[config.mk]
export PLATFORM = sky130hd
export DESIGN_NAME = rc_ibus_frame_decoder_unit
export DESIGN_NICKNAME = d
export VERILOG_FILES = /design/src/rtl/rcibus_pkg.sv /design/src/rtl/rc_ibus_frame_decoder_unit.sv /design/src/rtl/rcibus_ctrl.sv /design/src/rtl/rcibus_datapath.sv
export VERILOG_INCLUDE_DIRS = /design/src /design/src/rtl
export SDC_FILE = /design/constraint.sdc
export NUM_CORES = 1
export LEC_CHECK = 0
export BUFFER_PORTS_ARGS = -buffer_cell sky130_fd_sc_hd__buf_2
export CAP_MARGIN = 20
export CORE_ASPECT_RATIO = 1.75
export CORE_MARGIN = 8
export CORE_UTILIZATION = 40
export CTS_BUF_LIST = sky130_fd_sc_hd__clkbuf_8
export CTS_CLUSTER_SIZE = 16
export DETAILED_ROUTE_END_ITERATION = 16
export PLACE_DENSITY = 0.68
export SLEW_MARGIN = 20
export SYNTH_ARGS = -nofsm -noshare
export SYNTH_HDL_FRONTEND = slang
export SYNTH_HIERARCHICAL = 1
export SYNTH_SLANG_ARGS = --single-unit
[constraint.sdc]
create_clock -name clk -period 2.5 [get_ports clk]
set_input_delay 0.125 -clock clk [delete_from_list [all_inputs] [get_ports clk]]
set_output_delay 0.125 -clock clk [all_outputs]
set_load 0.05 [all_outputs]
[src/rtl/rc_ibus_frame_decoder_unit_defines.svh]
// Assertion macros shared by the frame decoder RTL.
// No dependencies; included by the controller and the datapath.
`ifndef RC_IBUS_FRAME_DECODER_UNIT_DEFINES_SVH
`define RC_IBUS_FRAME_DECODER_UNIT_DEFINES_SVH
`ifndef NO_ASSERTIONS
`define RCIBUS_ASSERT_IMP(lbl, ck, rn, ante, cons) \
  lbl: assert property (@(posedge ck) disable iff (!rn) (ante) |-> (cons)) \
    else $error("rcibus: same-cycle check failed");
`define RCIBUS_ASSERT_NXT(lbl, ck, rn, ante, cons) \
  lbl: assert property (@(posedge ck) disable iff (!rn) (ante) |=> (cons)) \
    else $error("rcibus: next-cycle check failed");
`else
`define RCIBUS_ASSERT_IMP(lbl, ck, rn, ante, cons)
`define RCIBUS_ASSERT_NXT(lbl, ck, rn, ante, cons)
`endif
`endif

[src/rtl/rcibus_pkg.sv]
// Shared types and constants for the radio-control frame decoder.
// No dependencies; used by rcibus_ctrl, rcibus_datapath and the top level.
package rcibus_pkg;

  localparam int CHANNELS_DEF = 14;
  localparam int FRAME_LEN    = 32;
  localparam int POS_W        = 5;
  localparam int IDX_W        = 4;
  localparam int VAL_W        = 16;
  localparam int LIMIT_W      = 8;

  localparam logic [POS_W-1:0]   SUM_LAST_POS = 5'd29;
  localparam logic [POS_W-1:0]   CSUM_LO_POS  = 5'd30;
  localparam logic [POS_W-1:0]   CSUM_HI_POS  = 5'd31;
  localparam logic [POS_W-1:0]   HDR0_POS     = 5'd0;
  localparam logic [POS_W-1:0]   HDR1_POS     = 5'd1;
  localparam logic [7:0]         HDR0_BYTE    = 8'h20;
  localparam logic [7:0]         HDR1_BYTE    = 8'h40;
  localparam logic [VAL_W-1:0]   SUM_INIT     = 16'hFFFF;
  localparam logic [VAL_W-1:0]   DEFAULT_MID  = 16'd1500;
  localparam logic [IDX_W-1:0]   MID_CH_A     = 4'd1;
  localparam logic [IDX_W-1:0]   MID_CH_B     = 4'd3;
  localparam logic [LIMIT_W-1:0] LIMIT_RESET  = 8'd10;

  typedef enum logic {
    REQ_BYTE = 1'b0,
    REQ_TICK = 1'b1
  } req_t;

  typedef enum logic [1:0] {
    ST_CHAN     = 2'd0,
    ST_BAD_HDR  = 2'd1,
    ST_BAD_SUM  = 2'd2,
    ST_FAILSAFE = 2'd3
  } status_t;

  // controller -> datapath
  typedef struct packed {
    logic    byte_wr;    // accepted byte transaction
    logic    tick;       // accepted failsafe tick
    logic    start;      // load result status, clear channel counter
    status_t start_st;
    logic    fetch;      // read the channel word from the frame RAM
    logic    next_chan;  // advance to the next channel
  } dp_cmd_t;

  // datapath -> controller
  typedef struct packed {
    logic frame_end;   // incoming byte is the 32nd of its frame
    logic hdr_ok;
    logic sum_ok;
    logic fs_expire;   // incoming tick reaches the limit
    logic chan_mode;   // current run reads channels from the frame RAM
    logic last;        // current result closes the run
  } dp_stat_t;

endpackage

[src/rtl/rc_ibus_frame_decoder_unit.sv]
// Channel      Ports                         Payload (low bit first)
// in           in_tvalid/in_tready           tdata: rx_byte; tuser: req_type
// out          out_tvalid/out_tready         tdata: channel_index, channel_value;
//                                            tuser: status; tlast: last
// cfg          cfg_we/cfg_wdata              failsafe_limit
//
// A byte or tick that gives no result leaves the unit idle. A good frame end
// starts a run in which each channel takes a frame-RAM read (S_FETCH) and then
// an output (S_EMIT). A failsafe run skips the reads; an error gives one result.
// Input is taken only when no run is pending; out_tready low holds the result.
// rst_n is synchronous, active low; the frame RAM is not cleared.
// Top level of the frame decoder; depends on rcibus_pkg, rcibus_ctrl, rcibus_datapath.

module rc_ibus_frame_decoder_unit #(
  parameter int CHANNELS = rcibus_pkg::CHANNELS_DEF
) (
  input  logic        clk,
  input  logic        rst_n,
  input  logic        in_tvalid,
  output logic        in_tready,
  input  logic [7:0]  in_tdata,   // [7:0] rx_byte
  input  logic        in_tuser,   // [0] req_type
  output logic        out_tvalid,
  input  logic        out_tready,
  output logic [23:0] out_tdata,  // [3:0] channel_index, [19:4] channel_value, zero pad
  output logic [1:0]  out_tuser,  // [1:0] status
  output logic        out_tlast,
  input  logic        cfg_we,
  input  logic [7:0]  cfg_wdata
);

  rcibus_pkg::dp_cmd_t             cmd;
  rcibus_pkg::dp_stat_t            stat;
  logic [1:0]                      res_status;
  logic [rcibus_pkg::IDX_W-1:0]    res_index;
  logic [rcibus_pkg::VAL_W-1:0]    res_value;

  rcibus_ctrl u_ctrl (
    .clk        (clk),
    .rst_n      (rst_n),
    .in_tvalid  (in_tvalid),
    .in_tready  (in_tready),
    .in_req     (in_tuser),
    .out_tvalid (out_tvalid),
    .out_tready (out_tready),
    .stat       (stat),
    .cmd        (cmd)
  );

  rcibus_datapath #(
    .CHANNELS (CHANNELS)
  ) u_dp (
    .clk        (clk),
    .rst_n      (rst_n),
    .cmd        (cmd),
    .stat       (stat),
    .rx_byte    (in_tdata),
    .cfg_we     (cfg_we),
    .cfg_wdata  (cfg_wdata),
    .res_status (res_status),
    .res_index  (res_index),
    .res_value  (res_value)
  );

  assign out_tdata = {4'h0, res_value, res_index};
  assign out_tuser = res_status;
  assign out_tlast = stat.last;

endmodule

[src/rtl/rcibus_ctrl.sv]
// Controller FSM of the frame decoder: handshakes and run sequencing.
// Depends on rcibus_pkg and the defines header.
`include "rc_ibus_frame_decoder_unit_defines.svh"

module rcibus_ctrl (
  input  logic                clk,
  input  logic                rst_n,
  input  logic                in_tvalid,
  output logic                in_tready,
  input  logic                in_req,
  output logic                out_tvalid,
  input  logic                out_tready,
  input  rcibus_pkg::dp_stat_t stat,
  output rcibus_pkg::dp_cmd_t  cmd
);

  typedef enum logic [2:0] {
    S_IDLE  = 3'b001,
    S_FETCH = 3'b010,
    S_EMIT  = 3'b100
  } state_t;

  state_t state_r, state_nxt;
  logic   in_acc;

  assign in_tready  = (state_r == S_IDLE);
  assign out_tvalid = (state_r == S_EMIT);
  assign in_acc     = in_tvalid && in_tready;

  always_comb begin
    state_nxt     = state_r;
    cmd           = '0;
    cmd.start_st  = rcibus_pkg::ST_CHAN;
    unique case (state_r)
      S_IDLE: begin
        if (in_acc) begin
          if (rcibus_pkg::req_t'(in_req) == rcibus_pkg::REQ_TICK) begin
            cmd.tick = 1'b1;
            if (stat.fs_expire) begin
              cmd.start    = 1'b1;
              cmd.start_st = rcibus_pkg::ST_FAILSAFE;
              state_nxt    = S_EMIT;
            end
          end else begin
            cmd.byte_wr = 1'b1;
            if (stat.frame_end) begin
              cmd.start = 1'b1;
              if (!stat.hdr_ok) begin
                cmd.start_st = rcibus_pkg::ST_BAD_HDR;
                state_nxt    = S_EMIT;
              end else if (!stat.sum_ok) begin
                cmd.start_st = rcibus_pkg::ST_BAD_SUM;
                state_nxt    = S_EMIT;
              end else begin
                cmd.start_st = rcibus_pkg::ST_CHAN;
                state_nxt    = S_FETCH;
              end
            end
          end
        end
      end
      S_FETCH: begin
        cmd.fetch = 1'b1;
        state_nxt = S_EMIT;
      end
      S_EMIT: begin
        if (out_tready) begin
          if (stat.last) begin
            state_nxt = S_IDLE;
          end else begin
            cmd.next_chan = 1'b1;
            state_nxt     = stat.chan_mode ? S_FETCH : S_EMIT;
          end
        end
      end
      default: state_nxt = S_IDLE;
    endcase
  end

  always_ff @(posedge clk) begin
    if (!rst_n) begin
      state_r <= S_IDLE;
    end else begin
      state_r <= state_nxt;
    end
  end

  `RCIBUS_ASSERT_NXT(a_good_frame_fetch, clk, rst_n,
    cmd.byte_wr && stat.frame_end && stat.hdr_ok && stat.sum_ok, state_r == S_FETCH)
  `RCIBUS_ASSERT_NXT(a_fetch_then_emit, clk, rst_n, state_r == S_FETCH, out_tvalid)
  `RCIBUS_ASSERT_NXT(a_last_to_idle, clk, rst_n,
    out_tvalid && out_tready && stat.last, in_tready && !out_tvalid)

endmodule

[src/rtl/rcibus_datapath.sv]
// Datapath of the frame decoder: frame RAM, checksum, header flags,
// failsafe counter, limit register and the result fields. Depends on rcibus_pkg.
`include "rc_ibus_frame_decoder_unit_defines.svh"

module rcibus_datapath #(
  parameter int CHANNELS = rcibus_pkg::CHANNELS_DEF
) (
  input  logic                                 clk,
  input  logic                                 rst_n,
  input  rcibus_pkg::dp_cmd_t                  cmd,
  output rcibus_pkg::dp_stat_t                 stat,
  input  logic [7:0]                           rx_byte,
  input  logic                                 cfg_we,
  input  logic [rcibus_pkg::LIMIT_W-1:0]       cfg_wdata,
  output logic [1:0]                           res_status,
  output logic [rcibus_pkg::IDX_W-1:0]         res_index,
  output logic [rcibus_pkg::VAL_W-1:0]         res_value
);

  localparam logic [rcibus_pkg::IDX_W-1:0] LAST_CHAN = rcibus_pkg::IDX_W'(CHANNELS - 1);

  logic [7:0]                      mem [rcibus_pkg::FRAME_LEN];
  logic [rcibus_pkg::POS_W-1:0]    pos_r;
  logic [rcibus_pkg::VAL_W-1:0]    sum_r;
  logic [7:0]                      csum_lo_r;
  logic                            hdr0_ok_r, hdr1_ok_r;
  logic [rcibus_pkg::LIMIT_W-1:0]  limit_r, fs_cnt_r, fs_cnt_inc;
  rcibus_pkg::status_t             status_r;
  logic [rcibus_pkg::IDX_W-1:0]    chan_r;
  logic [7:0]                      rd_lo_r, rd_hi_r;
  logic [rcibus_pkg::POS_W-1:0]    rd_addr_lo, rd_addr_hi;
  logic                            frame_end;
  logic                            bad_run;

  assign frame_end  = (pos_r == rcibus_pkg::CSUM_HI_POS);
  assign fs_cnt_inc = fs_cnt_r + 1'b1;
  // channel i sits at bytes 2+2i (low) and 3+2i (high)
  assign rd_addr_lo = {chan_r, 1'b0} + rcibus_pkg::POS_W'(2);
  assign rd_addr_hi = rd_addr_lo | rcibus_pkg::POS_W'(1);
  assign bad_run    = (status_r == rcibus_pkg::ST_BAD_HDR) ||
                      (status_r == rcibus_pkg::ST_BAD_SUM);

  assign stat.frame_end = frame_end;
  assign stat.hdr_ok    = hdr0_ok_r && hdr1_ok_r;
  // bytes 30,31 are not summed, so sum_r is final once byte 31 arrives
  assign stat.sum_ok    = ({rx_byte, csum_lo_r} == sum_r);
  assign stat.fs_expire = !(limit_r > fs_cnt_inc);
  assign stat.chan_mode = (status_r == rcibus_pkg::ST_CHAN);
  assign stat.last      = bad_run || (chan_r == LAST_CHAN);

  // frame RAM: one write port, two registered read ports
  always_ff @(posedge clk) begin
    if (cmd.byte_wr) begin
      mem[pos_r] <= rx_byte;
    end
    if (cmd.fetch) begin
      rd_lo_r <= mem[rd_addr_lo];
      rd_hi_r <= mem[rd_addr_hi];
    end
  end

  always_ff @(posedge clk) begin
    if (cmd.byte_wr) begin
      if (pos_r == rcibus_pkg::HDR0_POS) hdr0_ok_r <= (rx_byte == rcibus_pkg::HDR0_BYTE);
      if (pos_r == rcibus_pkg::HDR1_POS) hdr1_ok_r <= (rx_byte == rcibus_pkg::HDR1_BYTE);
      if (pos_r == rcibus_pkg::CSUM_LO_POS) csum_lo_r <= rx_byte;
    end
  end

  always_ff @(posedge clk) begin
    if (!rst_n) begin
      pos_r    <= '0;
      sum_r    <= rcibus_pkg::SUM_INIT;
      fs_cnt_r <= '0;
      limit_r  <= rcibus_pkg::LIMIT_RESET;
      status_r <= rcibus_pkg::ST_CHAN;
      chan_r   <= '0;
    end else begin
      if (cfg_we) begin
        limit_r <= cfg_wdata;
      end
      if (cmd.byte_wr) begin
        pos_r <= pos_r + 1'b1;
        if (frame_end) begin
          sum_r    <= rcibus_pkg::SUM_INIT;
          fs_cnt_r <= '0;
        end else if (pos_r <= rcibus_pkg::SUM_LAST_POS) begin
          sum_r <= sum_r - {8'h00, rx_byte};
        end
      end
      if (cmd.tick) begin
        fs_cnt_r <= stat.fs_expire ? '0 : fs_cnt_inc;
      end
      if (cmd.start) begin
        status_r <= cmd.start_st;
        chan_r   <= '0;
      end else if (cmd.next_chan) begin
        chan_r <= chan_r + 1'b1;
      end
    end
  end

  always_comb begin
    res_status = status_r;
    res_index  = bad_run ? '0 : chan_r;
    case (status_r)
      rcibus_pkg::ST_CHAN:     res_value = {rd_hi_r, rd_lo_r};
      rcibus_pkg::ST_FAILSAFE: res_value = (chan_r == rcibus_pkg::MID_CH_A ||
                                            chan_r == rcibus_pkg::MID_CH_B) ?
                                           rcibus_pkg::DEFAULT_MID : '0;
      default:                 res_value = '0;
    endcase
  end

  `RCIBUS_ASSERT_NXT(a_sum_reload, clk, rst_n,
    cmd.byte_wr && frame_end, sum_r == rcibus_pkg::SUM_INIT && fs_cnt_r == '0)
  `RCIBUS_ASSERT_NXT(a_fs_clear, clk, rst_n, cmd.tick && stat.fs_expire, fs_cnt_r == '0)
  `RCIBUS_ASSERT_IMP(a_bad_single, clk, rst_n, bad_run, stat.last && res_index == '0)

endmodule
After elaboration in Yosys (flattened, before gate mapping)
Memory sizes are Yosys's and may differ from the RTL's. A register that Yosys moved wholly into a read port is not among the register bits.
Cells that the tools add are included.

word-level totals
  bits in registers = 56
  latch bits = 0
  RAM bits = 256
  memory bits (read-only) = 0
  input bits = 22
  output and inout port bits = 29
  word-level logic and storage cells = 89
  memories kept = 1

cells by class
  add/sub/neg operators = 5
  multiply operators = 0
  div/mod/pow operators = 0
  magnitude comparators = 2
  eq/ne operators = 19
  shifts and indexed selects = 0
  muxes and demuxes = 34
  bitwise gates (word level) = 1
  reduce and logical (&&, ||, !) cells = 17

memory list
  memory    depth  bits a word  read ports  clocked after Yosys merged registers in  wr ports  line                   text
  u_dp.mem  32     8            2           2                                        1         rcibus_datapath.sv:22  logic [7:0] mem [rcibus_pkg::FRAME_LEN];

operator list
  cell                                                   count
  two-way mux 3 bit                                      12
  two-way mux 16 bit                                     2
  two-way mux 8 bit                                      4
  case mux 16 bit (2 select lines)                       1
  equality test 16 bit                                   1
  subtractor 16 x 8 -> 16 bit                            1
  two-way mux 11 bit                                     1
  equality test 5 bit, second input constant             2
  two-way mux 5 bit                                      2
  AND reduction 2 bit                                    5
  case mux 3 bit (3 select lines)                        1
  adder 8 x 1 -> 8 bit, second input constant            1
  equality test 8 x 6 -> 1 bit, second input constant    1
  equality test 8 x 7 -> 1 bit, second input constant    1
  greater-than comparator 8 bit                          1
  two-way mux 1 bit                                      8
  nonzero test 2 bit                                     3
  adder 5 x 1 -> 5 bit, second input constant            1
  adder 5 x 2 -> 5 bit, second input constant            1
  equality test 5 x 1 -> 1 bit, second input constant    1
  less-or-equal comparator 5 bit, second input constant  1
  logical NOT 5 bit                                      1
  adder 4 x 1 -> 4 bit, second input constant            1
  equality test 2 bit, second input constant             2
  other kinds (19)                                       23

Depth between registers and ports, before layout
  depth after elaboration = 9
  gate-level depth with buffers = 13
  gate-level depth less buffers = 13

Cells and area by module
The synthesis kept the hierarchy.

modules (own cells, without submodules)
  module                      times used  cells an instance  area an instance (um2)  seq. area each (um2)
  rcibus_datapath             1           814                13570.5                 9328.9
  rcibus_ctrl                 1           32                 284.0                   60.1
  rc_ibus_frame_decoder_unit  1           5                  33.8                    0.0

Worst setup path before layout
Ideal clock, no wire load.

  path kind = flip-flop to flip-flop
  from = register u_ctrl.state_r[0]
  to = memory u_dp.mem[10][0] (enable)
  setup time = 0.383 ns
  arrival time = 2.750 ns
  required time = 2.117 ns
  slack = -0.634 ns
  cell stages (with the launch flop) = 7
  buffers on the path = 2
  clock period less this slack = 3.134 ns
  cell sequence = dfxtp_1 nor3b_4 and3_2 clkbuf_1 clkbuf_1 nand2_1 nor3_1

RTL lines
  item                      line                   text
  start: declaration        rcibus_ctrl.sv:23      state_t state_r, state_nxt;
  start signal: assignment  rcibus_ctrl.sv:84      state_r <= state_nxt;
  end: declaration          rcibus_datapath.sv:22

Final worst setup path
  from = register u_dp/fs_cnt_r[0] (netlist name)
  to = register u_ctrl.state_r[0]

on the way
  longest elaborated chain between the ends = 4

RTL lines
  item                           line                   text
  start: declaration             rcibus_datapath.sv:27  logic [rcibus_pkg::LIMIT_W-1:0] limit_r, fs_cnt_r, fs_cnt_inc;
  start signal: assignment       rcibus_datapath.sv:92  fs_cnt_r <= stat.fs_expire ? '0 : fs_cnt_inc;
  adder 8 x 1 -> 8 bit           rcibus_datapath.sv:36  assign fs_cnt_inc = fs_cnt_r + 1'b1;
  greater-than comparator 8 bit  rcibus_datapath.sv:47  assign stat.fs_expire = !(limit_r > fs_cnt_inc);
  != test 3 bit (no line)        -
  AND reduction 4 bit (no line)  -

Every way passes these cells.
A chain may end at the register's enable or synchronous reset.

==> results by group <==
Status
  • Outcome: complete, no violations

Setup path
  • Crit end category: flip-flop
  • FF-to-FF setup slack: 40 ps
  • Worst setup path class: reg2reg
  • Worst Path Required: 2980 ps
  • Startpoint type of the worst setup path: flip-flop
  • Crit path cell chain: ha_4 -> and3_4 -> nand3_4 -> xor2_2 -> ha_1 -> nand4_1 -> a21oi_2 -> o21ai_1 -> mux2_4 -> buf_6 -> a32o_1 -> o211ai_1
  • Worst Setup SP: u_dp/fs_cnt_r[0]
  • Cells on worst reg2reg path: 12
  • R2R Path Start: u_dp/fs_cnt_r[0]
  • CP max stage delay: 370 ps
  • Critical Path Slowest Stage Cell: dfxtp_4
  • Largest fanout on the critical path: 4
  • Data arrival, critical path: 2940 ps

Floorplanning
  • Effective utilization at floorplan: 40.44%
  • Die H: 262.5 µm
  • Ports: 51
  • Row cnt: 90
  • Core footprint: 0.03435 mm²
  • Full die area: 0.04117 mm²
  • Die W: 156.9 µm

Power
  • Static Leak: 5.569 nW
  • Power per cell area: 631.7 mW/mm²
  • Total Power: 10.45 mW
  • VDD IR-drop max: 328.5 µV

Placed design
  • Hpwl dp: 20.27 mm
  • Final Wtd Congestion: 0.8033
  • IO Port Bufs: 46

Global route
  • GRT overflow: 0
  • Initial antenna violation count: 1
  • Largest net degree at the start of global routing: 38
  • Number of global-route vias before repair: 8,269
  • Total GRT Usage: 14.54%
  • Global-route wire length before repair: 45.68 mm

Final layout
  • Share of cells above drive strength 1: 30.31%
  • Fin nets: 1,038
  • Fin util: 48.15%
  • FF/Latch Area: 0.009403 mm²
  • Most common cell after layout, fill and taps aside: edfxtp_1
  • Multi-input logic area: 0.004599 mm²
  • Area grow syn2layout: 19.08%
  • Filler cells: 2,874
  • Most frequent cells in the layout: edfxtp_1, mux4_2, buf_4, clkbuf_8, dfxtp_1

Synth
  • Synth Register Bits: 328
  • Register area share after synthesis: 67.60%
  • Syn Area/Cell: 16.32 µm²
  • Async set or reset register ratio after synthesis: 0%
  • Synth warnings: 6
  • Yosys cell types: 61
  • Synth Instances: 851
  • Post-synth EDFFs: 282
  • Ys flop type: edfxtp_1
  • Mapped Area: 0.01389 mm²

STA
  • Setup Skew: 15.15 ps
  • Final Hold Fails: 0
  • Slew headroom: 62.20%
  • Setup violators final: 0
  • Fin crit period: 2465 ps
  • Setup TNS Final: 0 ps
  • Crit share post-route: 98.60%
  • Peak Freq: 405.7 MHz
  • Slew @ Worst Pin: 565.2 ps
  • RSZ-0062 raised after global routing: true
  • Pins Over Slew Limit: 0

Route
  • Vias: 7,673
  • Drt wl/cell: 19.69 µm
  • Post-route ant nets: 0
  • Drt first pass iters: 4
  • Via density: 5.160
  • Total wire length: 29.28 mm
  • DRC violations left: 0
  • Initial drt markers: 396

Hold path
  • Hold wc startpoint: in_tdata[7]
  • Hold path depth: 2
  • Hold Crit Class: in2reg

Clock network
  • Clock Sinks: 328
  • Clk_lat worst skew: 570 ps
  • Clk slew on worst S/H paths: 70 ps
  • H-tree depth: 2
  • CTS buffer count: 45
  • Clock buffer depth: 3
  • Root Driver: clkbuf_8
  • CTS tree: yes

Job
  • Max-Cap Viols: 0
[power by group]
part | internal [mW] | leakage, nW | switching, mW
registers | 5.97 | 2.92 | 0.0355
clock network | 1.87 | 0.464 | 1.94
logic | 0.256 | 2.19 | 0.377
total | 8.09 | 5.57 | 2.35
[layer usage]
| layer | vias to the layer above | track usage [%] | wire, µm |
|---|---|---|---|
| met2 | 120 | 29.46 | 17460 |
| met3 | 48 | 2.107 | 805 |
| met1 | 3903 | 13.82 | 10250 |
| met4 | 0 | 6.027 | 770 |
| li1 | 3602 | - | - |
| met5 | - | 0 | 0 |
[cell type report]
type / count / share of cell area (%)
antenna: 1 / 0.01513
clock buffer: 47 / 3.911
clock inverter: 37 / 1.150
inverter: 21 / 0.4766
multi-input combinational: 464 / 27.81
sequential: 328 / 56.85
tap: 460 / 3.480
timing repair buffer: 129 / 6.302
[worst max-delay path: cells and delay by family (launching register included)]
family | cells | cell delay (ps)
compound gates | 4 | 640
flops | 1 | 370
xor+xnor | 1 | 160
fa+ha+maj | 2 | 440
simple gates | 3 | 390
buf+inv | 1 | 120
mux | 1 | 270
[logic make-up (layout without fill, tap and decap cells)]
family                   count (synthesis)  in the layout  synth area share (%)
multiplexers                            93             93                 12.48
other                                    1              5               0.02700
buffers and inverters                   62            234                 1.937
XOR/XNOR                                40             40                 2.577
AND/OR/NAND/NOR                        197            197                 7.721
flip-flops                             328            328                 67.60
adder cells (fa/ha/maj)                 27             27                 2.486
AO/OA/AOI/OAI                          103            103                 5.171
[timing repair]
action,CTS,global route
pin swaps,3,15
gates cloned,0,1
hold endpoints to repair,24,0
setup endpoints to repair,23,27
hold buffers,24,0
gates resized for setup,26,18
setup buffers,3,2
[Yosys cell counts, drive strengths merged (8+ instances only)]
cell type	count	share of area [%]
and3	8	0.38
ha	26	2.3
a21oi	32	1.2
clkbuf	16	0.43
and2	10	0.45
xor2	12	0.81
buf	25	0.94
o21ai	13	0.47
inv	21	0.57
nand2	26	0.70
nand3	10	0.36
nor2b	23	1.0
nand4	9	0.41
mux2i	28	2.0
nor3	19	0.68
nor2	55	1.5
edfxtp	282	61
xnor2	28	1.8
a21o	10	0.54
dfxtp	46	6.6
mux4	64	10
a211oi	20	1.1
[final timing paths]
path | end
setup / recovery | u_ctrl/state_r[0]
hold / removal | u_dp/csum_lo_r[7]
setup reg to reg | u_ctrl/state_r[0]
hold reg to reg | u_dp/fs_cnt_r[7]
[per-stage QoR]
stage          hold slack (ps)  cell area [µm²]  cells  setup WS, ps
3_5_place_dp             358.0            15240   1373        -251.3
5_1_grt                  106.0            16540   1487        -80.93
2_1_floorplan            213.7            14110    854        -41.24
3_3_place_gp             349.0            15240   1373        -107.2
4_1_cts                  89.95            16440   1484         12.56
6_report                 112.6            16540   1487         35.07
[registers in the layout, indices dropped and copies added, names as in the netlist]
register / cells
u_dp/rd_lo_r: 8
u_dp/pos_r: 5
u_dp/res_status: 2
u_ctrl/state_r: 3
u_dp/mem: 256
u_dp/limit_r: 8
u_dp/hdr1_ok_r: 1
u_dp/sum_r: 16
u_dp/rd_hi_r: 8
u_dp/hdr0_ok_r: 1
u_dp/csum_lo_r: 8
u_dp/fs_cnt_r: 8
u_dp/chan_r: 4
Note: power is estimated with default switching activity, not from simulation.
